===== src/rtl/core/rtms_pkg.sv =====
package rtms_pkg;

    localparam int COUNT_BITS = 16;
    localparam int OUT_CNT    = 16;
    localparam int QDEPTH     = 2;

    // Command codes
    localparam logic CMD_HIT = 1'b0;
    localparam logic CMD_END = 1'b1;

    // Classified item passed from front to back
    typedef struct packed {
        logic                  is_end;
        logic signed [31:0]    hit_time;
    } t_op;

endpackage


===== src/rtl/core/rtms_front.sv =====
module rtms_front (
    input  logic              i_cfg_first,
    input  logic              i_valid,
    output logic              o_ready,
    input  logic              i_tuser,   // cmd
    input  logic [33:0]       i_data,    // hit_time[31:0], time_invalid, first_in_module
    output logic              o_push,
    output rtms_pkg::t_op     o_op,
    input  logic              i_full
);
    import rtms_pkg::*;

    logic w_cmd, w_inv, w_first, w_keep;

    // Unpack and filter: dropped hits are consumed without a queue entry
    assign w_cmd   = i_tuser;
    assign w_inv   = i_data[32];
    assign w_first = i_data[33];
    assign w_keep  = (w_cmd == CMD_END) || (!w_inv && (!i_cfg_first || w_first));
    assign o_ready = !i_full;
    assign o_push  = i_valid && o_ready && w_keep;
    assign o_op.is_end   = (w_cmd == CMD_END);
    assign o_op.hit_time = i_data[31:0];
endmodule


===== src/rtl/core/rtms_queue.sv =====
module rtms_queue (
    input  logic              i_clk,
    input  logic              i_rst_n,
    input  logic              i_push,
    input  rtms_pkg::t_op     i_op,
    output logic              o_full,
    input  logic              i_pop,
    output logic              o_valid,
    output rtms_pkg::t_op     o_op
);
    import rtms_pkg::*;

    t_op  r_mem [QDEPTH];
    logic r_wp, r_rp;
    logic [1:0] r_cnt;

    assign o_full  = (r_cnt == 2'(QDEPTH));
    assign o_valid = (r_cnt != 2'd0);
    assign o_op    = r_mem[r_rp];

    // Two-entry FIFO
    always_ff @(posedge i_clk) begin
        if (i_push) r_mem[r_wp] <= i_op;
    end
    always_ff @(posedge i_clk) begin
        if (!i_rst_n) begin
            r_wp <= 1'b0; r_rp <= 1'b0; r_cnt <= 2'd0;
        end else begin
            if (i_push) r_wp <= ~r_wp;
            if (i_pop)  r_rp <= ~r_rp;
            r_cnt <= r_cnt + 2'(i_push) - 2'(i_pop);
        end
    end

    assert property (@(posedge i_clk) disable iff (!i_rst_n) !(i_push && o_full))
        else $error("push to full queue");
    assert property (@(posedge i_clk) disable iff (!i_rst_n) !(i_pop && !o_valid))
        else $error("pop from empty queue");
    assert property (@(posedge i_clk) disable iff (!i_rst_n) r_cnt <= 2'(QDEPTH))
        else $error("queue count out of range");
endmodule


===== src/rtl/core/rtms_back.sv =====
module rtms_back (
    input  logic              i_clk,
    input  logic              i_rst_n,
    input  logic              i_valid,
    input  rtms_pkg::t_op     i_op,
    output logic              o_pop,
    output logic              o_tvalid,
    input  logic              i_tready,
    output logic [87:0]       o_tdata
);
    import rtms_pkg::*;

    typedef enum logic [7:0] {
        S_IDLE = 8'b00000001, S_ABS  = 8'b00000010, S_SQR  = 8'b00000100,
        S_DIV  = 8'b00001000, S_UPD  = 8'b00010000, S_ACC  = 8'b00100000,
        S_VDIV = 8'b01000000, S_SQRT = 8'b10000000
    } t_state;

    t_state r_st;
    logic signed [31:0] r_mean;
    logic [63:0]  r_sum;
    logic [COUNT_BITS-1:0] r_cnt;
    logic r_ovf;
    logic signed [32:0] r_delta;
    logic r_neg;
    logic [31:0] r_mag;
    logic [63:0] r_d2;                 // delta squared, then the sum increment
    logic [63:0] r_qa;                 // wide dividend/quotient, then radicand
    logic [COUNT_BITS-1:0] r_ra;
    logic [31:0] r_qb;                 // |delta| dividend/quotient
    logic [COUNT_BITS-1:0] r_rb;
    logic [COUNT_BITS-1:0] r_div;
    logic [5:0]  r_it;
    logic [63:0] r_root, r_bit;
    logic r_o_valid;
    logic [31:0] r_o_mean, r_o_sd;
    logic [OUT_CNT-1:0] r_o_cnt;
    logic r_o_few, r_o_ovf;

    // One restoring divide step: {quotient bit, new remainder}
    function automatic logic [COUNT_BITS:0] div_step(input logic [COUNT_BITS-1:0] rem,
                                                     input logic din,
                                                     input logic [COUNT_BITS-1:0] dvs);
        logic [COUNT_BITS:0] cat;
        cat = {rem, din};
        if (cat >= {1'b0, dvs}) return {1'b1, COUNT_BITS'(cat - {1'b0, dvs})};
        return {1'b0, cat[COUNT_BITS-1:0]};
    endfunction

    logic [COUNT_BITS:0] w_step_a, w_step_b;
    assign w_step_a = div_step(r_ra, r_qa[63], r_div);
    assign w_step_b = div_step(r_rb, r_qb[31], r_div);

    logic [63:0] w_sq;
    assign w_sq = {32'd0, r_mag} * {32'd0, r_mag};

    logic [64:0] w_sumadd;
    assign w_sumadd = {1'b0, r_sum} + {1'b0, r_d2};

    logic [64:0] w_sq_t;
    assign w_sq_t = {1'b0, r_qa} - ({1'b0, r_root} + {1'b0, r_bit});

    logic w_res_done;
    assign w_res_done = ((r_st == S_SQRT) && (r_bit == '0)) ||
                        (o_pop && i_op.is_end && (r_cnt < COUNT_BITS'(2)));

    // Hits go on while a result waits; an end item waits for the result register
    assign o_pop    = (r_st == S_IDLE) && i_valid && (!i_op.is_end || !r_o_valid);
    assign o_tvalid = r_o_valid;
    assign o_tdata  = {6'd0, r_o_ovf, r_o_few, r_o_cnt, r_o_sd, r_o_mean};

    // Statistics and sequencing
    always_ff @(posedge i_clk) begin
        if (!i_rst_n) begin
            r_st <= S_IDLE; r_mean <= '0; r_sum <= '0; r_cnt <= '0; r_ovf <= 1'b0;
        end else begin
            case (r_st)
                S_IDLE: begin
                    if (o_pop && i_op.is_end) begin
                        r_o_mean <= r_mean;
                        r_o_cnt  <= OUT_CNT'(r_cnt);
                        r_o_ovf  <= r_ovf;
                        r_o_few  <= (r_cnt < COUNT_BITS'(2));
                        r_o_sd   <= '0;
                        r_qa     <= r_sum;
                        r_ra     <= '0;
                        r_div    <= r_cnt - COUNT_BITS'(1);
                        r_it     <= '0;
                        // statistics restart for the next event
                        r_mean <= '0; r_sum <= '0; r_cnt <= '0; r_ovf <= 1'b0;
                        if (r_cnt >= COUNT_BITS'(2)) r_st <= S_VDIV;
                    end else if (o_pop && r_cnt == '1) begin
                        r_ovf <= 1'b1;
                    end else if (o_pop) begin
                        r_cnt   <= r_cnt + COUNT_BITS'(1);
                        r_delta <= {i_op.hit_time[31], i_op.hit_time} - {r_mean[31], r_mean};
                        r_st    <= S_ABS;
                    end
                end
                S_ABS: begin
                    r_neg <= r_delta[32];
                    r_mag <= r_delta[32] ? 32'(-r_delta) : r_delta[31:0];
                    r_st  <= S_SQR;
                end
                S_SQR: begin
                    r_d2 <= w_sq; r_qa <= w_sq; r_ra <= '0;
                    r_qb <= r_mag; r_rb <= '0;
                    r_div <= r_cnt; r_it <= '0;
                    r_st <= S_DIV;
                end
                // d2/n over 64 steps, |delta|/n over the last 32
                S_DIV: begin
                    r_qa <= {r_qa[62:0], w_step_a[COUNT_BITS]};
                    r_ra <= w_step_a[COUNT_BITS-1:0];
                    if (r_it[5]) begin
                        r_qb <= {r_qb[30:0], w_step_b[COUNT_BITS]};
                        r_rb <= w_step_b[COUNT_BITS-1:0];
                    end
                    r_it <= r_it + 6'd1;
                    if (r_it == 6'd63) r_st <= S_UPD;
                end
                // mean moves by |delta|/n; (n-1)*d2/n = d2 - ceil(d2/n)
                S_UPD: begin
                    r_mean <= r_neg ? r_mean - r_qb : r_mean + r_qb;
                    r_d2   <= r_d2 - r_qa - 64'(r_ra != '0);
                    r_st   <= S_ACC;
                end
                S_ACC: begin
                    r_sum <= w_sumadd[64] ? '1 : w_sumadd[63:0];
                    r_st  <= S_IDLE;
                end
                S_VDIV: begin
                    r_qa <= {r_qa[62:0], w_step_a[COUNT_BITS]};
                    r_ra <= w_step_a[COUNT_BITS-1:0];
                    r_it <= r_it + 6'd1;
                    if (r_it == 6'd63) begin
                        r_root <= '0; r_bit <= 64'h4000_0000_0000_0000;
                        r_st <= S_SQRT;
                    end
                end
                S_SQRT: begin
                    if (r_bit == '0) begin
                        r_o_sd <= r_root[31:0];
                        r_st <= S_IDLE;
                    end else begin
                        if (!w_sq_t[64]) begin
                            r_qa <= w_sq_t[63:0];
                            r_root <= (r_root >> 1) + r_bit;
                        end else r_root <= r_root >> 1;
                        r_bit <= r_bit >> 2;
                    end
                end
                default: r_st <= S_IDLE;
            endcase
        end
    end

    // Result register valid
    always_ff @(posedge i_clk) begin
        if (!i_rst_n) r_o_valid <= 1'b0;
        else if (w_res_done) r_o_valid <= 1'b1;
        else if (i_tready) r_o_valid <= 1'b0;
    end

    assert property (@(posedge i_clk) disable iff (!i_rst_n) $onehot(r_st))
        else $error("state not one-hot");
    assert property (@(posedge i_clk) disable iff (!i_rst_n) o_tvalid && !i_tready |=> o_tvalid)
        else $error("result dropped");
    assert property (@(posedge i_clk) disable iff (!i_rst_n)
                     o_tvalid && !i_tready |=> $stable(o_tdata))
        else $error("result changed while stalled");
    assert property (@(posedge i_clk) disable iff (!i_rst_n)
                     o_tvalid |-> r_o_few || r_o_cnt >= OUT_CNT'(2))
        else $error("few flag mismatch");
    assert property (@(posedge i_clk) disable iff (!i_rst_n) w_res_done |-> !r_o_valid)
        else $error("result overwritten");
endmodule


===== src/rtl/core/running_time_mean_stddev_core.sv =====
// An end item taken by an idle back end gets its result after a 64-step variance divide and a
// 32-step square root, or without either with fewer than two hits. A kept hit holds the back end
// through a 64-step divide of its squared delta by the count, with a 32-step divide of |delta|
// side by side over its last 32 steps; no new item is taken until the back end is idle again, and
// skipped hits never reach the back end. A two-entry queue decouples front and back. Reset is
// synchronous, active low, and clears statistics, the queue, the result valid flag and first_hit_only.
module running_time_mean_stddev_core (
    input  logic        i_clk,
    input  logic        i_rst_n,
    input  logic        s_axis_tvalid,
    output logic        s_axis_tready,
    input  logic        s_axis_tuser,  // cmd
    input  logic [39:0] s_axis_tdata,  // hit_time[31:0], time_invalid, first_in_module
    output logic        m_axis_tvalid,
    input  logic        m_axis_tready,
    output logic [87:0] m_axis_tdata,  // mean_time, std_dev, hits_used, too_few_hits, count_overflow
    input  logic        i_cfg_valid,
    output logic        o_cfg_ready,
    input  logic        i_cfg_data     // first_hit_only
);
    import rtms_pkg::*;

    logic r_first;
    logic w_push, w_full, w_qv, w_pop;
    t_op  w_op_in, w_op_out;

    assign o_cfg_ready = 1'b1;
    always_ff @(posedge i_clk) begin
        if (!i_rst_n) r_first <= 1'b0;
        else if (i_cfg_valid) r_first <= i_cfg_data;
    end

    rtms_front u_front (.i_cfg_first(r_first), .i_valid(s_axis_tvalid),
        .o_ready(s_axis_tready), .i_tuser(s_axis_tuser), .i_data(s_axis_tdata[33:0]),
        .o_push(w_push), .o_op(w_op_in), .i_full(w_full));
    rtms_queue u_queue (.i_clk, .i_rst_n, .i_push(w_push), .i_op(w_op_in), .o_full(w_full),
        .i_pop(w_pop), .o_valid(w_qv), .o_op(w_op_out));
    rtms_back u_back (.i_clk, .i_rst_n, .i_valid(w_qv), .i_op(w_op_out), .o_pop(w_pop),
        .o_tvalid(m_axis_tvalid), .i_tready(m_axis_tready), .o_tdata(m_axis_tdata));
endmodule

===== config.mk =====
export PLATFORM = sky130hd
export DESIGN_NAME = running_time_mean_stddev_core
export DESIGN_NICKNAME = d
export VERILOG_FILES = /design/src/rtl/core/rtms_pkg.sv /design/src/rtl/core/rtms_front.sv /design/src/rtl/core/rtms_queue.sv /design/src/rtl/core/rtms_back.sv /design/src/rtl/core/running_time_mean_stddev_core.sv
export SDC_FILE = /design/constraint.sdc
export NUM_CORES = 2
export LEC_CHECK = 0
export BUFFER_PORTS_ARGS = -buffer_cell sky130_fd_sc_hd__buf_2
export CORE_UTILIZATION = 53
export CTS_CLUSTER_DIAMETER = 80
export DETAILED_ROUTE_END_ITERATION = 7
export GPL_TIMING_DRIVEN = 0
export PLACE_DENSITY = 0.73
export SLEW_MARGIN = 20
export SYNTH_ARGS = -nofsm -noshare
export SYNTH_HDL_FRONTEND = slang
export SYNTH_SLANG_ARGS = --single-unit

===== constraint.sdc =====
create_clock -name i_clk -period 12.7 [get_ports i_clk]
set_input_delay 1.27 -clock i_clk [delete_from_list [all_inputs] [get_ports i_clk]]
set_output_delay 1.27 -clock i_clk [all_outputs]
set_load 0.02 [all_outputs]

==> qor.yml <==
io_pins: 138
finalSetupViolations: 0
dieArea_sq_mm: 0.146
clkTransAtPathRegs_ns: 0.06
cts_resized: 0
max_slew.worst_pin.slew_ns: 1.37
cts-htree-levels: 3
die_w_um: 383
drc: 0
wirelength_mm: 261
syn-cell-area_sq_mm: 0.0768
tritoncts: "yes"
synthArstFlopShare_pct: 0
drive_gt1_share_pct: 5.88
cts_buffer_depth: 3
ys_seq_area_share_pct: 23.8
drt_first_pass_iters: 8
rows: 139
fmax_ghz: 0.0880
synth_top_cell_by_area: "fa_1"
grt_pass1_vias: 63100
synth_edf_count: 524
drv_cap: 0
slew_headroom_pct: 8.10
clock_skew_ns: 0.0697
status: "completed"
period_needed_ns: 11.37
fp.dieH_um: 383
drv_slew: 0
required_ns: 13.10
grt_use_total_pct: 35.7
netlist.area_leader.share_pct: 21.7
rsz0062_at_grt: "no"
synth_compound_area_share_pct: 14.4
hold_buffers: 0
root_buffer: "clkbuf_16"
synth_top_family_by_area: "adder cells"
start_util_pct: 53.4
nFillCells: 12900
io_buffers: 123
worstPathMaxFanout: 10
hold_class: "reg -> reg"
core_sq_mm: 0.144
synthCells: 8272
vias: 63300
seq_area_sq_mm: 0.0183
path_buf_inv: 5
avgSynthCellArea_sq_um: 9.28
grt_max_degree: 36
yosys.area_share.xor_xnor_pct: 5.69
finalSetupTns_ns: 0
synthSimpleGateAreaFrac_pct: 12.5
max_stage_delay_ns: 0.87
synth.area.top_cells: "fa_1, edfxtp_1, ha_1"
synth-warning-count: 0
hold_viol: 0
critical_path_class: "reg -> reg"
cpLargestDelayFamily: "adder cells"
area_growth_pct: 8.41
gp_congestion: 1.03
synth_seq_cells: 652
synth_flop_cell: "edfxtp_1"
synthAdderAreaFrac_pct: 33.4
numCtsBuffers: 78
hpwlAfterDp_mm: 212
cp.arrival_ns: 11.77
multi_input_area_sq_mm: 0.0517
overflow: 0
startpoint_type: "flop"
synth_cell_types: 96
clk_latency_ns: 0.72
critPathSlowestCell: "clkbuf_1"
nets: 10100
critPathMostFrequentCell: "fa_1"
drtIter0Drc: 6970
cp-end-kind: "flop"
post-route-period-util_pct: 89.5
cts_sinks: 652
drt.antenna.violating_nets: 0
antenna_found_initial: 20
post-cts-setup-buffers: 0
yosys-mux-area-fraction_pct: 1.23
route.detailed.vias_per_inst: 6.04
wl_per_cell_um: 24.9
grt_pass1_wl_mm: 389
## worst paths after layout
check / slack [ns] / start / cells after the start / end
worst max-delay path: 1.33 / u_back.r_mag[25] / 26 / u_back.r_qa[63]
worst min-delay path: 0.44 / u_back.r_ovf / 0 / u_back.r_o_ovf
worst max register to register: 1.33 / u_back.r_mag[25] / 26 / u_back.r_qa[63]
worst min register to register: 0.44 / u_back.r_ovf / 0 / u_back.r_o_ovf
## sequential cells by signal, indices dropped and copies added, names as in the netlist, 2 cells and up, named ones only
register / cells
u_back.r_ra: 16
u_back.r_mean: 32
u_back.r_delta: 33
u_back.r_cnt: 16
u_back.r_div: 16
u_back.r_root: 64
u_back.r_o_cnt: 16
u_queue.r_mem: 66
u_back.r_rb: 16
u_back.r_qa: 64
u_back.r_mag: 32
u_back.r_o_sd: 32
u_back.r_it: 6
u_back.r_st: 8
u_back.r_sum: 64
u_back.r_bit: 32
u_back.r_d2: 64
u_back.r_o_mean: 32
u_back.r_qb: 32
u_queue.r_cnt: 2
## synthesized netlist by cell type, types with 36 or more instances
library cell	instances
nor2b_1	67
o31ai_1	43
clkbuf_1	305
ha_1	716
edfxtp_1	524
mux2_2	57
a21o_1	197
a31oi_1	80
nand4_1	90
a21oi_1	493
o21bai_1	66
and2_1	271
o21a_1	39
nand3_1	124
nand2_1	696
o21ai_0	342
inv_1	1452
nand2b_1	49
nor2_1	452
xnor2_1	316
fa_1	832
or3_1	36
and3_1	48
dfxtp_1	128
a211oi_1	38
xor2_1	181
nor3_1	74
## placed cells by master, fill, tap and decap left out, types with 57 or more instances in the layout
| cell type | count |
|---|---|
| buf_2 | 136 |
| edfxtp_1 | 524 |
| fa_1 | 832 |
| xor2_1 | 181 |
| a21o_1 | 196 |
| xnor2_1 | 316 |
| inv_1 | 1452 |
| nand4_1 | 90 |
| a21oi_1 | 488 |
| a31oi_1 | 80 |
| o21ai_0 | 342 |
| mux2_2 | 57 |
| o21bai_1 | 66 |
| ha_1 | 716 |
| dfxtp_1 | 128 |
| nand2_1 | 696 |
| clkbuf_1 | 302 |
| nand3_1 | 124 |
| nor3_1 | 73 |
| nor2b_1 | 66 |
| and2_1 | 270 |
| clkbuf_16 | 82 |
| nor2_1 | 449 |
## through the flow
step	utilization [%]	area [sq um]	instances	hold slack [ns]	setup WS, ns
global route	57.9	83200	10500	0.453	1.13
detailed placement	55.9	80400	10300	0.417	1.81
floorplan	-	76800	8277	0.406	4.72
finish	57.9	83200	10500	0.435	1.33
CTS	57.9	83200	10500	0.430	1.79
global placement	55.5	79800	10300	0.419	1.78
## per-layer routing
metal	share of wire (%)	vias to the layer above	routed length (um)	GRT usage, %
li1	-	28100	-	-
met1	40	31500	105000	47.3
met2	45	3060	116000	55.5
met3	11	642	27500	9.18
met4	4.7	8	12300	14.5
met5	0.023	-	59	0
## cell families (layout without fill, tap and decap cells)
| group | Yosys count | count (layout) |
|---|---|---|
| AOI/OAI and AO/OA | 1672 | 1672 |
| xor gates and xnor gates | 498 | 498 |
| adders and majority gates | 1548 | 1548 |
| buffers and inverters | 1797 | 2087 |
| DFF | 652 | 652 |
| muxes | 87 | 87 |
| other | 2 | 19 |
| and+or+nand+nor | 2016 | 2016 |
## cell type report
class	instances	share of cell area, %
antenna	12	0.0361
buffer	345	1.69
clock buffer	100	2.66
clock inverter	43	0.713
inverter	1452	6.55
multi-input combinational	5828	62.2
sequential	652	22.0
tap	1903	2.86
timing repair buffer	147	1.31
Power is not shown: default switching activity piles up to over one toggle a cycle in this logic, so the estimate is an artifact.
